===== src/mtsw_pkg.sv =====
`timescale 1ns / 1ps

package mtsw_pkg;

    // Panel command bytes of the window header.
    localparam logic [7:0] CMD_COLUMN = 8'h2a;
    localparam logic [7:0] CMD_ROW    = 8'h2b;
    localparam logic [7:0] CMD_WRITE  = 8'h2c;

    // Register reset values.
    localparam logic [7:0] RESET_ROW_OFFSET   = 8'd115;
    localparam logic [7:0] RESET_COLUMN_START = 8'h19;
    localparam logic [7:0] RESET_COLUMN_END   = 8'h3a;

    // Register indexes on the configuration port.
    localparam int REG_INDEX_WIDTH = 2;
    localparam logic [REG_INDEX_WIDTH-1:0] REG_ROW_OFFSET   = 2'd0;
    localparam logic [REG_INDEX_WIDTH-1:0] REG_COLUMN_START = 2'd1;
    localparam logic [REG_INDEX_WIDTH-1:0] REG_COLUMN_END   = 2'd2;
    localparam int CFG_ADDR_WIDTH = 4;

    localparam int QUEUE_DEPTH = 2;

    // Sequencer steps: seven header bytes, then six pixel bytes.
    localparam int PIX_BYTES  = 6;
    localparam int STEP_WIDTH = 4;
    localparam logic [STEP_WIDTH-1:0] STEP_COLUMN_CMD  = 4'd0;
    localparam logic [STEP_WIDTH-1:0] STEP_COLUMN_LO   = 4'd1;
    localparam logic [STEP_WIDTH-1:0] STEP_COLUMN_HI   = 4'd2;
    localparam logic [STEP_WIDTH-1:0] STEP_ROW_CMD     = 4'd3;
    localparam logic [STEP_WIDTH-1:0] STEP_ROW_LO      = 4'd4;
    localparam logic [STEP_WIDTH-1:0] STEP_ROW_HI      = 4'd5;
    localparam logic [STEP_WIDTH-1:0] STEP_WRITE_CMD   = 4'd6;
    localparam logic [STEP_WIDTH-1:0] STEP_PIXEL_FIRST = 4'd7;
    localparam logic [STEP_WIDTH-1:0] STEP_LAST        = 4'd12;

    typedef struct packed {
        logic [7:0] row_offset;
        logic [7:0] column_start;
        logic [7:0] column_end;
    } cfg_t;

    // One classified block as it travels from the front to the back.
    typedef struct packed {
        logic [PIX_BYTES-1:0][7:0] pixels;
        logic [7:0]                row;
        logic                      first;
        logic                      begins;
        logic                      ends;
    } desc_t;

    // Upper-row nibble onto the even bits, lower-row nibble onto the odd bits.
    function automatic logic [7:0] interleave(input logic [3:0] top_nib,
                                              input logic [3:0] bottom_nib);
        logic [7:0] r;
        for (int i = 0; i < 4; i++)
        begin
            r[2*i]     = top_nib[i];
            r[2*i + 1] = bottom_nib[i];
        end
        return r;
    endfunction

endpackage


===== src/mtsw_ifs.sv =====
`timescale 1ns / 1ps

interface mtsw_block_if;
    logic        valid;
    logic        ready;
    logic [23:0] top_bytes;
    logic [23:0] bottom_bytes;
    logic [5:0]  tile_row;
    logic [1:0]  pair_index;
    logic        first_block;
    logic        last_block;

    modport source (output valid, top_bytes, bottom_bytes, tile_row, pair_index,
                    first_block, last_block, input ready);
    modport sink (input valid, top_bytes, bottom_bytes, tile_row, pair_index,
                  first_block, last_block, output ready);
endinterface

interface mtsw_byte_if;
    logic       valid;
    logic       ready;
    logic [7:0] out_byte;
    logic       is_command;
    logic       is_pixel;
    logic       begins_tile;
    logic       ends_tile;
    logic       last;

    modport source (output valid, out_byte, is_command, is_pixel, begins_tile,
                    ends_tile, last, input ready);
    modport sink (input valid, out_byte, is_command, is_pixel, begins_tile,
                  ends_tile, last, output ready);
endinterface


===== src/mtsw_front.sv =====
`timescale 1ns / 1ps

// Accepts blocks, interleaves the pixel bytes and works out the panel row.
module mtsw_front
(
    input  logic               clk,
    input  logic               rst_n,
    mtsw_block_if.sink         blocks,
    input  logic [7:0]         row_offset,
    output logic               push_valid,
    input  logic               push_ready,
    output mtsw_pkg::desc_t    push_desc
);

    logic            valid_reg;
    logic            valid_next;
    mtsw_pkg::desc_t desc_reg;
    mtsw_pkg::desc_t desc_next;
    logic            accept;

    assign blocks.ready = !valid_reg || push_ready;
    assign accept       = blocks.valid && blocks.ready;
    assign push_valid   = valid_reg;
    assign push_desc    = desc_reg;

    always_comb
    begin
        valid_next = valid_reg;
        if (accept)
        begin
            valid_next = 1'b1;
        end
        else if (push_ready)
        begin
            valid_next = 1'b0;
        end
    end

    always_comb
    begin
        desc_next = desc_reg;
        if (accept)
        begin
            for (int k = 0; k < mtsw_pkg::PIX_BYTES; k++)
            begin
                desc_next.pixels[k] = mtsw_pkg::interleave(
                    blocks.top_bytes[(20 - 4*k) +: 4],
                    blocks.bottom_bytes[(20 - 4*k) +: 4]);
            end
            desc_next.row    = {blocks.tile_row, 2'b00} + row_offset
                               + {6'd0, blocks.pair_index};
            desc_next.first  = blocks.first_block;
            desc_next.begins = blocks.first_block && (blocks.pair_index == 2'd0);
            desc_next.ends   = blocks.last_block && (blocks.pair_index == 2'd3);
        end
    end

    always_ff @(posedge clk or negedge rst_n)
    begin
        if (!rst_n)
        begin
            valid_reg <= 1'b0;
        end
        else
        begin
            valid_reg <= valid_next;
        end
    end

    always_ff @(posedge clk)
    begin
        desc_reg <= desc_next;
    end

endmodule


===== src/mtsw_queue.sv =====
`timescale 1ns / 1ps

// Short queue of classified blocks between the front and the back.
module mtsw_queue
#(
    parameter int Depth = mtsw_pkg::QUEUE_DEPTH
)
(
    input  logic            clk,
    input  logic            rst_n,
    input  logic            wr_valid,
    output logic            wr_ready,
    input  mtsw_pkg::desc_t wr_data,
    output logic            rd_valid,
    input  logic            rd_ready,
    output mtsw_pkg::desc_t rd_data
);

    localparam int PtrWidth   = (Depth > 1) ? $clog2(Depth) : 1;
    localparam int CountWidth = $clog2(Depth + 1);

    mtsw_pkg::desc_t         mem [Depth];
    logic [PtrWidth-1:0]     wr_ptr_reg;
    logic [PtrWidth-1:0]     wr_ptr_next;
    logic [PtrWidth-1:0]     rd_ptr_reg;
    logic [PtrWidth-1:0]     rd_ptr_next;
    logic [CountWidth-1:0]   count_reg;
    logic [CountWidth-1:0]   count_next;
    logic                    wr_en;
    logic                    rd_en;

    assign wr_ready = (count_reg != CountWidth'(Depth));
    assign rd_valid = (count_reg != '0);
    assign rd_data  = mem[rd_ptr_reg];
    assign wr_en    = wr_valid && wr_ready;
    assign rd_en    = rd_ready && rd_valid;

    always_comb
    begin
        wr_ptr_next = wr_ptr_reg;
        rd_ptr_next = rd_ptr_reg;
        count_next  = count_reg;
        if (wr_en)
        begin
            wr_ptr_next = (wr_ptr_reg == PtrWidth'(Depth - 1)) ? '0 : wr_ptr_reg + 1'b1;
        end
        if (rd_en)
        begin
            rd_ptr_next = (rd_ptr_reg == PtrWidth'(Depth - 1)) ? '0 : rd_ptr_reg + 1'b1;
        end
        if (wr_en && !rd_en)
        begin
            count_next = count_reg + 1'b1;
        end
        else if (rd_en && !wr_en)
        begin
            count_next = count_reg - 1'b1;
        end
    end

    always_ff @(posedge clk or negedge rst_n)
    begin
        if (!rst_n)
        begin
            wr_ptr_reg <= '0;
            rd_ptr_reg <= '0;
            count_reg  <= '0;
        end
        else
        begin
            wr_ptr_reg <= wr_ptr_next;
            rd_ptr_reg <= rd_ptr_next;
            count_reg  <= count_next;
        end
    end

    always_ff @(posedge clk)
    begin
        if (wr_en)
        begin
            mem[wr_ptr_reg] <= wr_data;
        end
    end

    // The occupancy can never pass the depth.
    a_count_bound: assert property (@(posedge clk) disable iff (!rst_n)
        count_reg <= CountWidth'(Depth))
        else $error("queue occupancy beyond depth");

    // When the queue is empty, the read and write pointers are equal.
    a_ptr_match: assert property (@(posedge clk) disable iff (!rst_n)
        (count_reg == '0) |-> (wr_ptr_reg == rd_ptr_reg))
        else $error("queue empty with pointers apart");

endmodule


===== src/mtsw_back.sv =====
`timescale 1ns / 1ps

// Steps through the header and pixel bytes of one block, one byte a cycle unless the receiver stalls.
module mtsw_back
(
    input  logic            clk,
    input  logic            rst_n,
    input  mtsw_pkg::cfg_t  cfg,
    input  logic            pop_valid,
    output logic            pop_ready,
    input  mtsw_pkg::desc_t pop_desc,
    mtsw_byte_if.source     stream
);

    logic                             cur_valid_reg;
    logic                             cur_valid_next;
    mtsw_pkg::desc_t                  cur_reg;
    mtsw_pkg::desc_t                  cur_next;
    logic [mtsw_pkg::STEP_WIDTH-1:0]  step_reg;
    logic [mtsw_pkg::STEP_WIDTH-1:0]  step_next;
    logic [mtsw_pkg::STEP_WIDTH-1:0]  pix_off;
    logic                             out_valid_reg;
    logic                             out_valid_next;
    logic [7:0]                       byte_reg;
    logic                             cmd_reg;
    logic                             pix_reg;
    logic                             begins_reg;
    logic                             ends_reg;
    logic                             last_reg;
    logic [7:0]                       sel_byte;
    logic                             sel_cmd;
    logic                             sel_pix;
    logic                             emit;
    logic                             finish;
    logic                             load;

    assign emit      = cur_valid_reg && (!out_valid_reg || stream.ready);
    assign finish    = emit && (step_reg == mtsw_pkg::STEP_LAST);
    assign load      = pop_valid && (!cur_valid_reg || finish);
    assign pop_ready = load;
    assign pix_off   = step_reg - mtsw_pkg::STEP_PIXEL_FIRST;

    always_comb
    begin
        sel_byte = 8'd0;
        sel_cmd  = 1'b0;
        sel_pix  = 1'b0;
        unique case (step_reg) inside
            mtsw_pkg::STEP_COLUMN_CMD:
            begin
                sel_byte = mtsw_pkg::CMD_COLUMN;
                sel_cmd  = 1'b1;
            end
            mtsw_pkg::STEP_COLUMN_LO: sel_byte = cfg.column_start;
            mtsw_pkg::STEP_COLUMN_HI: sel_byte = cfg.column_end;
            mtsw_pkg::STEP_ROW_CMD:
            begin
                sel_byte = mtsw_pkg::CMD_ROW;
                sel_cmd  = 1'b1;
            end
            mtsw_pkg::STEP_ROW_LO, mtsw_pkg::STEP_ROW_HI: sel_byte = cur_reg.row;
            mtsw_pkg::STEP_WRITE_CMD:
            begin
                sel_byte = mtsw_pkg::CMD_WRITE;
                sel_cmd  = 1'b1;
            end
            [mtsw_pkg::STEP_PIXEL_FIRST:mtsw_pkg::STEP_LAST]:
            begin
                sel_byte = cur_reg.pixels[pix_off[2:0]];
                sel_pix  = 1'b1;
            end
            default:
            begin
                sel_byte = 8'd0;
            end
        endcase
    end

    always_comb
    begin
        cur_valid_next = cur_valid_reg;
        cur_next       = cur_reg;
        step_next      = step_reg;
        if (load)
        begin
            cur_valid_next = 1'b1;
            cur_next       = pop_desc;
            step_next      = pop_desc.first ? mtsw_pkg::STEP_COLUMN_CMD
                                            : mtsw_pkg::STEP_PIXEL_FIRST;
        end
        else if (finish)
        begin
            cur_valid_next = 1'b0;
        end
        else if (emit)
        begin
            step_next = step_reg + 1'b1;
        end
    end

    always_comb
    begin
        out_valid_next = out_valid_reg;
        if (emit)
        begin
            out_valid_next = 1'b1;
        end
        else if (stream.ready)
        begin
            out_valid_next = 1'b0;
        end
    end

    always_ff @(posedge clk or negedge rst_n)
    begin
        if (!rst_n)
        begin
            cur_valid_reg <= 1'b0;
            step_reg      <= mtsw_pkg::STEP_COLUMN_CMD;
            out_valid_reg <= 1'b0;
        end
        else
        begin
            cur_valid_reg <= cur_valid_next;
            step_reg      <= step_next;
            out_valid_reg <= out_valid_next;
        end
    end

    always_ff @(posedge clk)
    begin
        cur_reg <= cur_next;
        if (emit)
        begin
            byte_reg   <= sel_byte;
            cmd_reg    <= sel_cmd;
            pix_reg    <= sel_pix;
            begins_reg <= cur_reg.begins && (step_reg == mtsw_pkg::STEP_COLUMN_CMD);
            ends_reg   <= cur_reg.ends && (step_reg == mtsw_pkg::STEP_LAST);
            last_reg   <= (step_reg == mtsw_pkg::STEP_LAST);
        end
    end

    assign stream.valid       = out_valid_reg;
    assign stream.out_byte    = byte_reg;
    assign stream.is_command  = cmd_reg;
    assign stream.is_pixel    = pix_reg;
    assign stream.begins_tile = begins_reg;
    assign stream.ends_tile   = ends_reg;
    assign stream.last        = last_reg;

    // The sequencer never walks past the final pixel byte.
    a_step_bound: assert property (@(posedge clk) disable iff (!rst_n)
        cur_valid_reg |-> (step_reg <= mtsw_pkg::STEP_LAST))
        else $error("sequencer step out of range");

    // A block without a header starts straight at the pixel bytes.
    a_skip_header: assert property (@(posedge clk) disable iff (!rst_n)
        (load && !pop_desc.first) |=> (step_reg == mtsw_pkg::STEP_PIXEL_FIRST))
        else $error("headerless block did not start at pixel data");

    // The tile start can only fall on the column command.
    a_begins_cmd: assert property (@(posedge clk) disable iff (!rst_n)
        (out_valid_reg && begins_reg) |-> (cmd_reg && byte_reg == mtsw_pkg::CMD_COLUMN))
        else $error("tile start not on column command");

    // The tile end can only fall on the last byte of a block.
    a_ends_last: assert property (@(posedge clk) disable iff (!rst_n)
        (out_valid_reg && ends_reg) |-> (last_reg && pix_reg))
        else $error("tile end not on last pixel byte");

endmodule


===== src/mono_tft_tile_stream_writer_top.sv =====
`timescale 1ns / 1ps

// Mono TFT tile stream writer.
//
// Blocks of pixel data arrive on the "blocks" channel: three bytes of an upper
// row and three of the lower row of a row pair, with the tile row, the pair
// index and first/last flags. A valid/ready transfer accepts one block. Each
// block leaves on the "stream" channel as six interleaved pixel bytes, preceded
// by a seven-byte window header (column, row and write commands with their
// arguments) when the block opens a row pair; the final byte carries "last".
// The stream moves one byte per transfer, so a header block occupies the
// output for thirteen transfers and any other block for six; the byte sequencer
// in the back end steps through them. With everything empty the first byte is
// registered in turn by the front stage, the queue, the back end and its output.
// A front stage and a two-entry queue decouple the sides: blocks keep being
// accepted while the sequencer drains earlier ones or the receiver stalls,
// until the queue fills. A stalled output byte simply holds its register.
// Reset empties the pipeline and loads the row offset, column start and column
// end registers with their defaults; they are written over the APB port, which
// is only to be used while the block is idle.
module mono_tft_tile_stream_writer_top
#(
    parameter int QueueDepth = mtsw_pkg::QUEUE_DEPTH
)
(
    input  logic                                clk,
    input  logic                                rst_n,
    mtsw_block_if.sink                          blocks,
    mtsw_byte_if.source                         stream,
    input  logic                                psel,
    input  logic                                penable,
    input  logic                                pwrite,
    input  logic [mtsw_pkg::CFG_ADDR_WIDTH-1:0] paddr,
    input  logic [31:0]                         pwdata,
    output logic [31:0]                         prdata,
    output logic                                pready
);

    mtsw_pkg::cfg_t  cfg_reg;
    mtsw_pkg::cfg_t  cfg_next;
    logic            cfg_write;
    logic [mtsw_pkg::REG_INDEX_WIDTH-1:0] reg_index;

    logic            q_wr_valid;
    logic            q_wr_ready;
    mtsw_pkg::desc_t q_wr_data;
    logic            q_rd_valid;
    logic            q_rd_ready;
    mtsw_pkg::desc_t q_rd_data;

    // Register file: word addressed, the low address bits are ignored.
    assign pready    = 1'b1;
    assign reg_index = paddr[mtsw_pkg::CFG_ADDR_WIDTH-1:2];
    assign cfg_write = psel && penable && pwrite && pready;

    always_comb
    begin
        cfg_next = cfg_reg;
        if (cfg_write)
        begin
            unique case (reg_index)
                mtsw_pkg::REG_ROW_OFFSET:   cfg_next.row_offset   = pwdata[7:0];
                mtsw_pkg::REG_COLUMN_START: cfg_next.column_start = pwdata[7:0];
                mtsw_pkg::REG_COLUMN_END:   cfg_next.column_end   = pwdata[7:0];
                default:                    cfg_next = cfg_reg;
            endcase
        end
    end

    always_comb
    begin
        unique case (reg_index)
            mtsw_pkg::REG_ROW_OFFSET:   prdata = {24'd0, cfg_reg.row_offset};
            mtsw_pkg::REG_COLUMN_START: prdata = {24'd0, cfg_reg.column_start};
            mtsw_pkg::REG_COLUMN_END:   prdata = {24'd0, cfg_reg.column_end};
            default:                    prdata = 32'd0;
        endcase
    end

    always_ff @(posedge clk or negedge rst_n)
    begin
        if (!rst_n)
        begin
            cfg_reg.row_offset   <= mtsw_pkg::RESET_ROW_OFFSET;
            cfg_reg.column_start <= mtsw_pkg::RESET_COLUMN_START;
            cfg_reg.column_end   <= mtsw_pkg::RESET_COLUMN_END;
        end
        else
        begin
            cfg_reg <= cfg_next;
        end
    end

    // The front classifies each block and prepares its pixel bytes.
    mtsw_front u_front
    (
        .clk        (clk),
        .rst_n      (rst_n),
        .blocks     (blocks),
        .row_offset (cfg_reg.row_offset),
        .push_valid (q_wr_valid),
        .push_ready (q_wr_ready),
        .push_desc  (q_wr_data)
    );

    mtsw_queue #(
        .Depth (QueueDepth)
    ) u_queue
    (
        .clk      (clk),
        .rst_n    (rst_n),
        .wr_valid (q_wr_valid),
        .wr_ready (q_wr_ready),
        .wr_data  (q_wr_data),
        .rd_valid (q_rd_valid),
        .rd_ready (q_rd_ready),
        .rd_data  (q_rd_data)
    );

    // The back walks through the bytes of each block into the output register.
    mtsw_back u_back
    (
        .clk       (clk),
        .rst_n     (rst_n),
        .cfg       (cfg_reg),
        .pop_valid (q_rd_valid),
        .pop_ready (q_rd_ready),
        .pop_desc  (q_rd_data),
        .stream    (stream)
    );

endmodule


===== src/flat_wrapper.sv =====
// flat-port wrapper written by rule: the top's interface ports become plain ports
module mono_tft_tile_stream_writer_top_flat 
#(
    parameter int QueueDepth = mtsw_pkg::QUEUE_DEPTH
)
  (clk, rst_n, psel, penable, pwrite, paddr, pwdata, prdata, pready, blocks_valid, blocks_top_bytes, blocks_bottom_bytes, blocks_tile_row, blocks_pair_index, blocks_first_block, blocks_last_block, blocks_ready, stream_valid, stream_out_byte, stream_is_command, stream_is_pixel, stream_begins_tile, stream_ends_tile, stream_last, stream_ready);
  mtsw_block_if blocks_i ();
  mtsw_byte_if stream_i ();
  input  logic clk;
  input  logic rst_n;
  input  logic psel;
  input  logic penable;
  input  logic pwrite;
  input  logic [mtsw_pkg::CFG_ADDR_WIDTH-1:0] paddr;
  input  logic [31:0] pwdata;
  output logic [31:0] prdata;
  output logic pready;
  input wire logic [$bits(blocks_i.valid)-1:0] blocks_valid;
  input wire logic [$bits(blocks_i.top_bytes)-1:0] blocks_top_bytes;
  input wire logic [$bits(blocks_i.bottom_bytes)-1:0] blocks_bottom_bytes;
  input wire logic [$bits(blocks_i.tile_row)-1:0] blocks_tile_row;
  input wire logic [$bits(blocks_i.pair_index)-1:0] blocks_pair_index;
  input wire logic [$bits(blocks_i.first_block)-1:0] blocks_first_block;
  input wire logic [$bits(blocks_i.last_block)-1:0] blocks_last_block;
  output wire logic [$bits(blocks_i.ready)-1:0] blocks_ready;
  output wire logic [$bits(stream_i.valid)-1:0] stream_valid;
  output wire logic [$bits(stream_i.out_byte)-1:0] stream_out_byte;
  output wire logic [$bits(stream_i.is_command)-1:0] stream_is_command;
  output wire logic [$bits(stream_i.is_pixel)-1:0] stream_is_pixel;
  output wire logic [$bits(stream_i.begins_tile)-1:0] stream_begins_tile;
  output wire logic [$bits(stream_i.ends_tile)-1:0] stream_ends_tile;
  output wire logic [$bits(stream_i.last)-1:0] stream_last;
  input wire logic [$bits(stream_i.ready)-1:0] stream_ready;
  assign blocks_i.valid = blocks_valid;
  assign blocks_i.top_bytes = blocks_top_bytes;
  assign blocks_i.bottom_bytes = blocks_bottom_bytes;
  assign blocks_i.tile_row = blocks_tile_row;
  assign blocks_i.pair_index = blocks_pair_index;
  assign blocks_i.first_block = blocks_first_block;
  assign blocks_i.last_block = blocks_last_block;
  assign blocks_ready = blocks_i.ready;
  assign stream_valid = stream_i.valid;
  assign stream_out_byte = stream_i.out_byte;
  assign stream_is_command = stream_i.is_command;
  assign stream_is_pixel = stream_i.is_pixel;
  assign stream_begins_tile = stream_i.begins_tile;
  assign stream_ends_tile = stream_i.ends_tile;
  assign stream_last = stream_i.last;
  assign stream_i.ready = stream_ready;
  mono_tft_tile_stream_writer_top #(.QueueDepth(QueueDepth)) u_core (.clk(clk), .rst_n(rst_n), .blocks(blocks_i), .stream(stream_i), .psel(psel), .penable(penable), .pwrite(pwrite), .paddr(paddr), .pwdata(pwdata), .prdata(prdata), .pready(pready));
endmodule

===== config.mk =====
export PLATFORM = sky130hd
export DESIGN_NAME = mono_tft_tile_stream_writer_top_flat
export DESIGN_NICKNAME = d
export VERILOG_FILES = /design/src/mtsw_pkg.sv /design/src/mtsw_ifs.sv /design/src/mtsw_front.sv /design/src/mtsw_queue.sv /design/src/mtsw_back.sv /design/src/mono_tft_tile_stream_writer_top.sv /design/src/flat_wrapper.sv
export SDC_FILE = /design/constraint.sdc
export NUM_CORES = 1
export LEC_CHECK = 0
export BUFFER_PORTS_ARGS = -buffer_cell sky130_fd_sc_hd__buf_2
export CORE_MARGIN = 2
export CORE_UTILIZATION = 60
export CTS_BUF_LIST = sky130_fd_sc_hd__clkbuf_8
export DETAILED_ROUTE_END_ITERATION = 7
export GPL_ROUTABILITY_DRIVEN = 0
export PLACE_DENSITY = 0.83
export SLEW_MARGIN = 25
export SYNTH_ARGS = -nofsm -noshare
export SYNTH_HDL_FRONTEND = slang
export SYNTH_SLANG_ARGS = --single-unit
export TNS_END_PERCENT = 20

===== constraint.sdc =====
create_clock -name clk -period 7.66 [get_ports clk]
set_input_delay 1.532 -clock clk [delete_from_list [all_inputs] [get_ports clk]]
set_output_delay 1.532 -clock clk [all_outputs]
set_load 0.05 [all_outputs]

==> results.sh, run 1 <==
export IMPL_dpl_hpwl_mm=11.5
export IMPL_vias_per_cell=5.48
export IMPL_cts_hold_buf=0
export IMPL_hold_violations=0
export IMPL_io_buffers=97
export IMPL_ys_async_sr_fraction_pct=12.4
export IMPL_outcome="finished, violations left"
export IMPL_synth_main_ff_cell="edfxtp_1"
export IMPL_switchingPower_uw=1510
export IMPL_numCtsBuffers=44
export IMPL_clk_pin_slew_ps=70
export IMPL_die_y_um=140
export IMPL_cts_repair_resize_count=0
export IMPL_die_area_mm2=0.0196
export IMPL_cts_tree="built"
export IMPL_r2r_end="u_core.u_back.cur_reg[51]"
export IMPL_skew_ps=27.5
export IMPL_post_cts_buffers=0
export IMPL_violations="design-rule violations"
export IMPL_crit_type="input port to output pin"
export IMPL_cp_end_kind="output pin"
export IMPL_setup_tns_ps=0
export IMPL_min_delay_worst_endpoint="u_core.u_queue.mem[0][0]"
export IMPL_drtPass1Iterations=7
export IMPL_synth_edf_count=248
export IMPL_grt_start_max_net_pins=60
export IMPL_setup_viol=0
export IMPL_synth_area_leaders="edfxtp_1 67%, mux2_2 8.4%, dfrtp_1 5.2%"
export IMPL_largest_reg_flops=118
export IMPL_ys_types=54
export IMPL_synth_top_cell_area_share_pct=67.0
export IMPL_grt_ovfl_total=0
export IMPL_syn_avg_cell_area_um2=18.5
export IMPL_ys_seq_elements=283
export IMPL_ys_warn_count=0
export IMPL_switching_share_pct=30.4
export IMPL_start_kind="input port"
export IMPL_cts_root_buf="clkbuf_8"
export IMPL_wl_per_cell_um=18.9
export IMPL_design_portCount=149
export IMPL_detail_route_antenna_nets=0
export IMPL_cts_sinks=283
export IMPL_h_tree_depth=2
export IMPL_num_vias=5444
export IMPL_yosysTopAreaCell="edfxtp_1"
export IMPL_min_delay_path_depth=0
export IMPL_holdCritPathClass="flop to flop"
export IMPL_r2r_setup_slack_ps=4920
export IMPL_powerDensity_mw_per_mm2=392
export IMPL_drtIter0Drc=310
export IMPL_cp_data_required_time_ps=6130
export IMPL_finalPower_uw=4980
export IMPL_synthCells=601
export IMPL_ys_seq_area_share_pct=75.0
export IMPL_nets=841
export IMPL_maxCapViolCount=0
export IMPL_max_freq_mhz=233
export IMPL_area_growth_pct=14.2
export IMPL_drc=22
export IMPL_fin_crit_ps=4290
export IMPL_syn_cell_area_mm2=0.0111
export IMPL_clkLatencyLatePin_ps=540
export IMPL_intPower_uw=3470
export IMPL_clock_power_share_pct=27.5
export IMPL_clock_path_buffers=3
export IMPL_timing_rr_start="u_core.u_back.step_reg[0]"
export IMPL_p_comb_share_pct=24.4
export IMPL_drv_slew=0
export IMPL_antenna_found_initial=1
export IMPL_worstPathMaxFanout=12
export IMPL_grt_pass1_vias=5640
export IMPL_routed_wl_mm=18.7
export IMPL_initial_utilization_pct=61.5
export IMPL_relSlewSlack_pct=29.0
export IMPL_fp_coreArea_mm2=0.0181
export IMPL_worst_pin_slew_ps=1060
export IMPL_period_share_pct=56.0
export IMPL_layout_setup_ws_ps=3370
export IMPL_vdd_ir_drop_max_mv=0.185
export IMPL_grt_setup_unrepaired="no"
export IMPL_hold_start="u_core.u_front.push_desc[0]"
export IMPL_rows=49
export IMPL_r2r_cells=8
export IMPL_drive_gt1_share_pct=37.2
export IMPL_grt_usage_pct=19.3
export IMPL_p_leak_uw=0.00472
export IMPL_grt_pass1_wl_mm=29.1
export IMPL_worstPathArrival_ps=2760
export IMPL_die_x_um=140
export IMPL_place_ws_ps=3380
export IMPL_p_seq_share_pct=48.2
==> worst max-delay path by stage <==
stage / startpoint / end / slack [ps] / cells past startpoint
after global routing: paddr[3] / prdata[1] / 3200 / 5
after detailed placement: paddr[3] / prdata[6] / 3380 / 5
after CTS: paddr[3] / prdata[6] / 3380 / 5
final: paddr[3] / prdata[1] / 3370 / 5
after floorplan: paddr[3] / prdata[0] / 3260 / 3
after global placement: paddr[3] / prdata[3] / 3390 / 5
==> cells by family (layout without fill, tap and decap cells) <==
family	count (synthesis)	in the layout	share of synthesized area (%)
xor+xnor	14	14	1.17
buf+inv	55	194	3.18
fa+ha+maj	13	13	1.53
other cells	2	26	0.0675
simple gates	68	68	3.51
mux	108	108	11.8
flops	283	283	75.0
compound gates	58	58	3.82
==> critical path, cell delays in order <==
cell,delay [ps]
buf_2,230
nor2b_1,490
nand2_1,100
o21ai_0,100
buf_2,300
==> cell usage after synthesis (7+ instances only) <==
master    count
mux2_2       83
mux2i_1      17
dfrtp_1      23
o221ai_1      7
buf_2        10
dfstp_2      12
nor2_1        9
a21oi_1       9
xnor2_1       8
buf_4        28
ha_1         12
inv_1         9
o21ai_0      14
nand2_1      23
edfxtp_1    248
==> power groups by stage <==
stage / Combinational (uW) / Clock (uW) / Sequential [uW]
detailed placement: 1200 / 0 / 2420
CTS: 1220 / 1400 / 2400
global route: 1300 / 1470 / 2430
global placement: 1170 / 0 / 2390
finish: 1210 / 1370 / 2400
floorplan: 907 / 0 / 2420
==> cell usage in the layout (no fill, tap or decap), drive strengths merged, types with 5 or more instances in the layout <==
cell,n
ha,12
a31oi,6
dfstp,12
edfxtp,248
conb,25
nand3,7
nand2,24
mux4,8
o21ai,17
dfrtp,23
nand2b,5
mux2i,17
clkbuf,50
a21oi,10
xnor2,8
xor2,6
bufinv,6
o221ai,7
buf,103
nor2,9
inv,19
mux2,83
clkinv,13
==> metrics by stage <==
step	cells	utilization (%)	instance area [um2]	hold WS (ps)
finish	993	70.3	12700	427
global route	992	70.2	12700	453
CTS	992	70.2	12700	424
detailed placement	910	64.8	11700	432
global placement	910	64.8	11700	425
floorplan	624	-	11200	421
==> area by class of cell <==
type / instances / area, um2
well taps: 229 / 287
diodes: 1 / 2.50
flip-flops and latches: 283 / 8340
fillers: 1082 / 5380
multi-input cells: 286 / 2530
clock inverters: 32 / 298
inverters: 9 / 33.8
repair buffers: 103 / 531
clock buffers: 50 / 688
==> metal layers <==
layer	global-route usage, %	wire (um)	part of all wire (%)	vias up
li1	-	-	-	2535
met1	24.5	7650	41	2655
met2	32.5	9400	50	203
met3	4.38	1110	5.9	51
met4	8.08	583	3.1	0
met5	0	0	0	-
(Power assumes the default switching activity.)
==> inputs of run 2 (changes only) <==
- clock period: 7.66 -> 4 ns (I/O delays scaled with it)
==> results.sh, run 2 (synthesized netlist as in run 1, its figures left out) <==
export IMPL_outcome="finished, violations left"
export IMPL_violations="design-rule violations"
export IMPL_multi_input_area_mm2=0.00253
export IMPL_clkLatencyLatePin_ps=540
export IMPL_r2r_setup_slack_ps=1580
export IMPL_num_vias=5492
export IMPL_cts_hold_buf=0
export IMPL_drtPass1Iterations=7
export IMPL_setup_viol=0
export IMPL_cts_tree="built"
export IMPL_max_freq_mhz=351
export IMPL_worstPathArrival_ps=2050
export IMPL_hold_violations=0
export IMPL_rows=49
export IMPL_initial_utilization_pct=61.5
export IMPL_area_growth_pct=12.4
export IMPL_r2r_cells=5
export IMPL_startpoint="paddr[3]"
export IMPL_clk_pin_slew_ps=60
export IMPL_wl_per_cell_um=18.7
export IMPL_post_cts_buffers=0
export IMPL_die_y_um=140
export IMPL_finalPower_uw=8980
export IMPL_io_buffers=97
export IMPL_antenna_found_initial=0
export IMPL_vdd_ir_drop_max_mv=0.476
export IMPL_timing_rr_start="u_core.u_back.step_reg[1]"
export IMPL_maxCapViolCount=0
export IMPL_r2r_end="u_core.u_back.stream.out_byte[6]"
export IMPL_fp_coreArea_mm2=0.0181
export IMPL_final_cells=992
export IMPL_place_ws_ps=1160
export IMPL_numCtsBuffers=43
export IMPL_period_share_pct=71.3
export IMPL_cts_sinks=283
export IMPL_relSlewSlack_pct=33.5
export IMPL_dpl_hpwl_mm=12.5
export IMPL_fill_cells=1126
export IMPL_cp_end_kind="output pin"
export IMPL_holdCritPathClass="input port to asynchronous set/reset pin"
export IMPL_cp_data_required_time_ps=3200
export IMPL_largest_reg_flops=118
export IMPL_vias_per_cell=5.54
export IMPL_final_common_cell="edfxtp_1"
export IMPL_diodes=0
export IMPL_setup_tns_ps=0
export IMPL_layout_setup_ws_ps=1150
export IMPL_design_portCount=149
export IMPL_grt_usage_pct=19.7
export IMPL_grt_setup_unrepaired="no"
export IMPL_drc=11
export IMPL_h_tree_depth=2
export IMPL_grt_pass1_wl_mm=29.8
export IMPL_cts_repair_resize_count=0
export IMPL_seq_area_mm2=0.00834
export IMPL_die_x_um=140
export IMPL_clock_path_buffers=3
export IMPL_drtIter0Drc=357
export IMPL_start_kind="input port"
export IMPL_grt_pass1_vias=5840
export IMPL_drv_slew=0
export IMPL_final_cell_mix="248 x edfxtp_1, 97 x buf_2, 83 x mux2_2"
export IMPL_cts_root_buf="clkbuf_8"
export IMPL_dp_cells=913
export IMPL_die_area_mm2=0.0196
export IMPL_p_leak_uw=0.00465
export IMPL_powerDensity_mw_per_mm2=718
export IMPL_nets=843
export IMPL_detail_route_antenna_nets=0
export IMPL_worstPathMaxFanout=12
export IMPL_fin_crit_ps=2850
export IMPL_grt_ovfl_total=0
export IMPL_worst_pin_slew_ps=998
export IMPL_crit_type="input port to output pin"
export IMPL_routed_wl_mm=18.6
export IMPL_skew_ps=23.6
export IMPL_grt_start_max_net_pins=60
export IMPL_drive_gt1_share_pct=35.5
## run 2: cell types whose count changed in the layout (fill, tap and decap cells not counted)
cell | previous run | this run
diode_2 | 1 | 0
bufinv_16 | 6 | 0
clkinv_2 | 7 | 4
inv_1 | 18 | 26
clkinv_1 | 6 | 11
buf_12 | 0 | 1
buf_4 | 6 | 8
clkbuf_8 | 50 | 44
inv_6 | 0 | 1
clkinvlp_4 | 3 | 1
## run 2: worst max path at each step
| stage | cells past startpoint | end | slack, ps |
|---|---|---|---|
| floorplan | 4 | u_core.u_queue.mem[0][0] | 260 |
| global placement | 5 | prdata[0] | 1200 |
| detailed placement | 5 | prdata[3] | 1160 |
| CTS | 5 | prdata[3] | 1160 |
| global route | 5 | prdata[4] | 1060 |
| finish | 5 | prdata[3] | 1150 |
## run 2: critical path, cell delays in order
cell and delay [ps]:
buf_2 230, nor2b_1 510, nand2_1 110, o21ai_0 100
buf_2 290
## run 2: through the flow
step                instance area, um2  utilization [%]  hold slack (ps)
floorplan                        11200                -              421
global placement                 11800             65.0              426
detailed placement               11800             65.0              429
CTS                              12500             69.1              340
global route                     12500             69.1              397
finish                           12500             69.1              344
## run 2: cell type report
type                       count  area share [%]
sequential                   283            66.7
multi-input combinational    286            20.2
clock buffer                  44            4.84
tap                          229            2.29
timing repair buffer         106            4.52
clock inverter                35            1.16
inverter                       9           0.270
## run 2: power breakdown
part           leakage [uW]  internal, uW  total [uW]  switching, uW
combinational       0.00148           907        2380           1470
sequential          0.00272          4200        4570            364
clock              0.000450          1030        2030           1010
## run 2: metal layers
metal  vias to the layer above  part of all wire, %  track usage (%)
met5                         -                    0                0
met4                         0                  2.7             7.66
met3                        42                  5.2             4.48
met2                       189                   52             34.0
met1                      2722                   41             24.5
li1                       2539                    -                -
==> inputs of run 3 (changes only) <==
- CORE_UTILIZATION: 60 -> 54
- PLACE_DENSITY: 0.83 -> 0.78
- clock period: 4 -> 2.4 ns (I/O delays scaled with it)
==> results.sh, run 3 (synthesized netlist as in run 1, its figures left out) <==
export IMPL_clk_pin_slew_ps=60
export IMPL_routed_wl_mm=18.7
export IMPL_maxCapViolCount=0
export IMPL_drc=0
export IMPL_area_growth_pct=13.8
export IMPL_layout_setup_ws_ps=188
export IMPL_period_share_pct=92.2
export IMPL_powerDensity_mw_per_mm2=1200
export IMPL_start_kind="input port"
export IMPL_die_x_um=148
export IMPL_crit_path_max_incr_delay_ps=510
export IMPL_place_ws_ps=209
export IMPL_grt_pass1_wl_mm=29.6
export IMPL_post_cts_buffers=0
export IMPL_die_y_um=148
export IMPL_final_cell_mix="248 x edfxtp_1, 97 x buf_2, 83 x mux2_2"
export IMPL_vias_per_cell=5.29
export IMPL_holdCritPathClass="input port to flop"
export IMPL_grt_setup_unrepaired="no"
export IMPL_fin_crit_ps=2210
export IMPL_cp_end_kind="output pin"
export IMPL_rows=52
export IMPL_clkLatencyLatePin_ps=560
export IMPL_vdd_ir_drop_max_mv=0.560
export IMPL_num_vias=5480
export IMPL_cts_repair_resize_count=0
export IMPL_outcome="finished clean"
export IMPL_wl_per_cell_um=18.0
export IMPL_clock_path_buffers=3
export IMPL_diodes=0
export IMPL_skew_ps=35.3
export IMPL_p_leak_uw=0.00468
export IMPL_largest_reg_flops=118
export IMPL_worstPathMaxFanout=12
export IMPL_cts_root_buf="clkbuf_8"
export IMPL_grt_usage_pct=17.6
export IMPL_cp_data_required_time_ps=1920
export IMPL_worst_pin_slew_ps=792
export IMPL_worstPathArrival_ps=1730
export IMPL_dpl_hpwl_mm=12.1
export IMPL_drtIter0Drc=271
export IMPL_met1_usage_pct=23.1
export IMPL_io_buffers=97
export IMPL_nets=847
export IMPL_fp_coreArea_mm2=0.0202
export IMPL_drtPass1Iterations=4
export IMPL_hold_violations=0
export IMPL_setup_tns_ps=0
export IMPL_drive_gt1_share_pct=35.9
export IMPL_relSlewSlack_pct=47.2
export IMPL_crit_type="input port to output pin"
export IMPL_top_usage_layer="met2"
export IMPL_use_met3_pct=3.49
export IMPL_hold_ws_ps=117
export IMPL_drv_slew=0
export IMPL_cts_sinks=283
export IMPL_multi_input_area_mm2=0.00253
export IMPL_use_met2_pct=28.7
export IMPL_seq_area_mm2=0.00834
export IMPL_final_common_cell="edfxtp_1"
export IMPL_die_area_mm2=0.0218
export IMPL_numCtsBuffers=43
export IMPL_cts_tree="built"
export IMPL_cp_cell_sequence="buf_2 -> nor2b_1 -> nand2_1 -> o21ai_0 -> buf_2"
export IMPL_fill_cells=1376
export IMPL_antenna_found_initial=0
export IMPL_h_tree_depth=2
export IMPL_setup_viol=0
export IMPL_detail_route_antenna_nets=0
export IMPL_worst_path_most_repeated_cell="buf_2"
export IMPL_design_portCount=149
export IMPL_initial_utilization_pct=55.0
export IMPL_grt_ovfl_total=0
export IMPL_grt_pass1_vias=5834
export IMPL_grt_start_max_net_pins=60
export IMPL_max_freq_mhz=452
export IMPL_cp_slowest_cell="nor2b_1"
run 3: cell count changes in the layout (fill, tap and decap cells not counted), sizes merged:
cell	change
buf	+3
clkinvlp	+1
inv	-3
clkinv	-1
dlygate4sd3	+1
bufinv	+1
run 3: where the power goes:
part	internal (uW)	total, uW	switching, uW
clock network	1810	3520	1710
logic	1630	4210	2580
registers	7000	7510	516
run 3: final cells by class:
cell class              instances  area share [%]
flip-flops and latches        283            65.9
repair buffers                110            5.12
well taps                     270            2.67
inverters                       9           0.297
clock buffers                  44            4.78
multi-input cells             286            20.0
clock inverters                33            1.29
run 3: path summary, 6_finish.rpt:
path | startpoint | slack, ps | cells after the start | end
worst max-delay path | paddr[3] | 190 | 5 | prdata[7]
worst min-delay path | blocks_bottom_bytes[13] | 120 | 1 | u_core.u_front.push_desc[30]
worst max register to register | u_core.u_back.step_reg[0] | 220 | 7 | u_core.u_back.cur_reg[35]
worst min register to register | u_core.u_front.push_desc[8] | 430 | 0 | u_core.u_queue.mem[1][8]
max in group asynchronous | rst_n | 1280 | 2 | u_core.u_queue.rd_ptr_reg
min in group asynchronous | rst_n | 560 | 2 | u_core.cfg_reg[2]
run 3: worst max-delay path: cells and delay by family:
kind | cells | cell delay (ps)
buf+inv | 2 | 520
compound gates | 1 | 100
simple gates | 2 | 630
run 3: layer usage:
layer | share of wire, % | routed length [um]
met3 | 4.6 | 866
met1 | 43 | 8110
met2 | 49 | 9150
met5 | 0 | 0
met4 | 2.9 | 535
run 3: per-stage QoR:
step	total power (uW)	std cells	instance area (um2)	utilization (%)
after CTS	15400	1035	12700	62.6
after global placement	11600	957	11900	58.7
after floorplan	10600	624	11200	-
after global routing	16000	1035	12700	62.6
final	15200	1035	12700	62.6
after detailed placement	11800	957	11900	58.7
run 3: repair_timing:
item                                   CTS  global route
setup endpoints to repair                0             0
hold buffers                             1             0
endpoints found under the hold margin    1             0
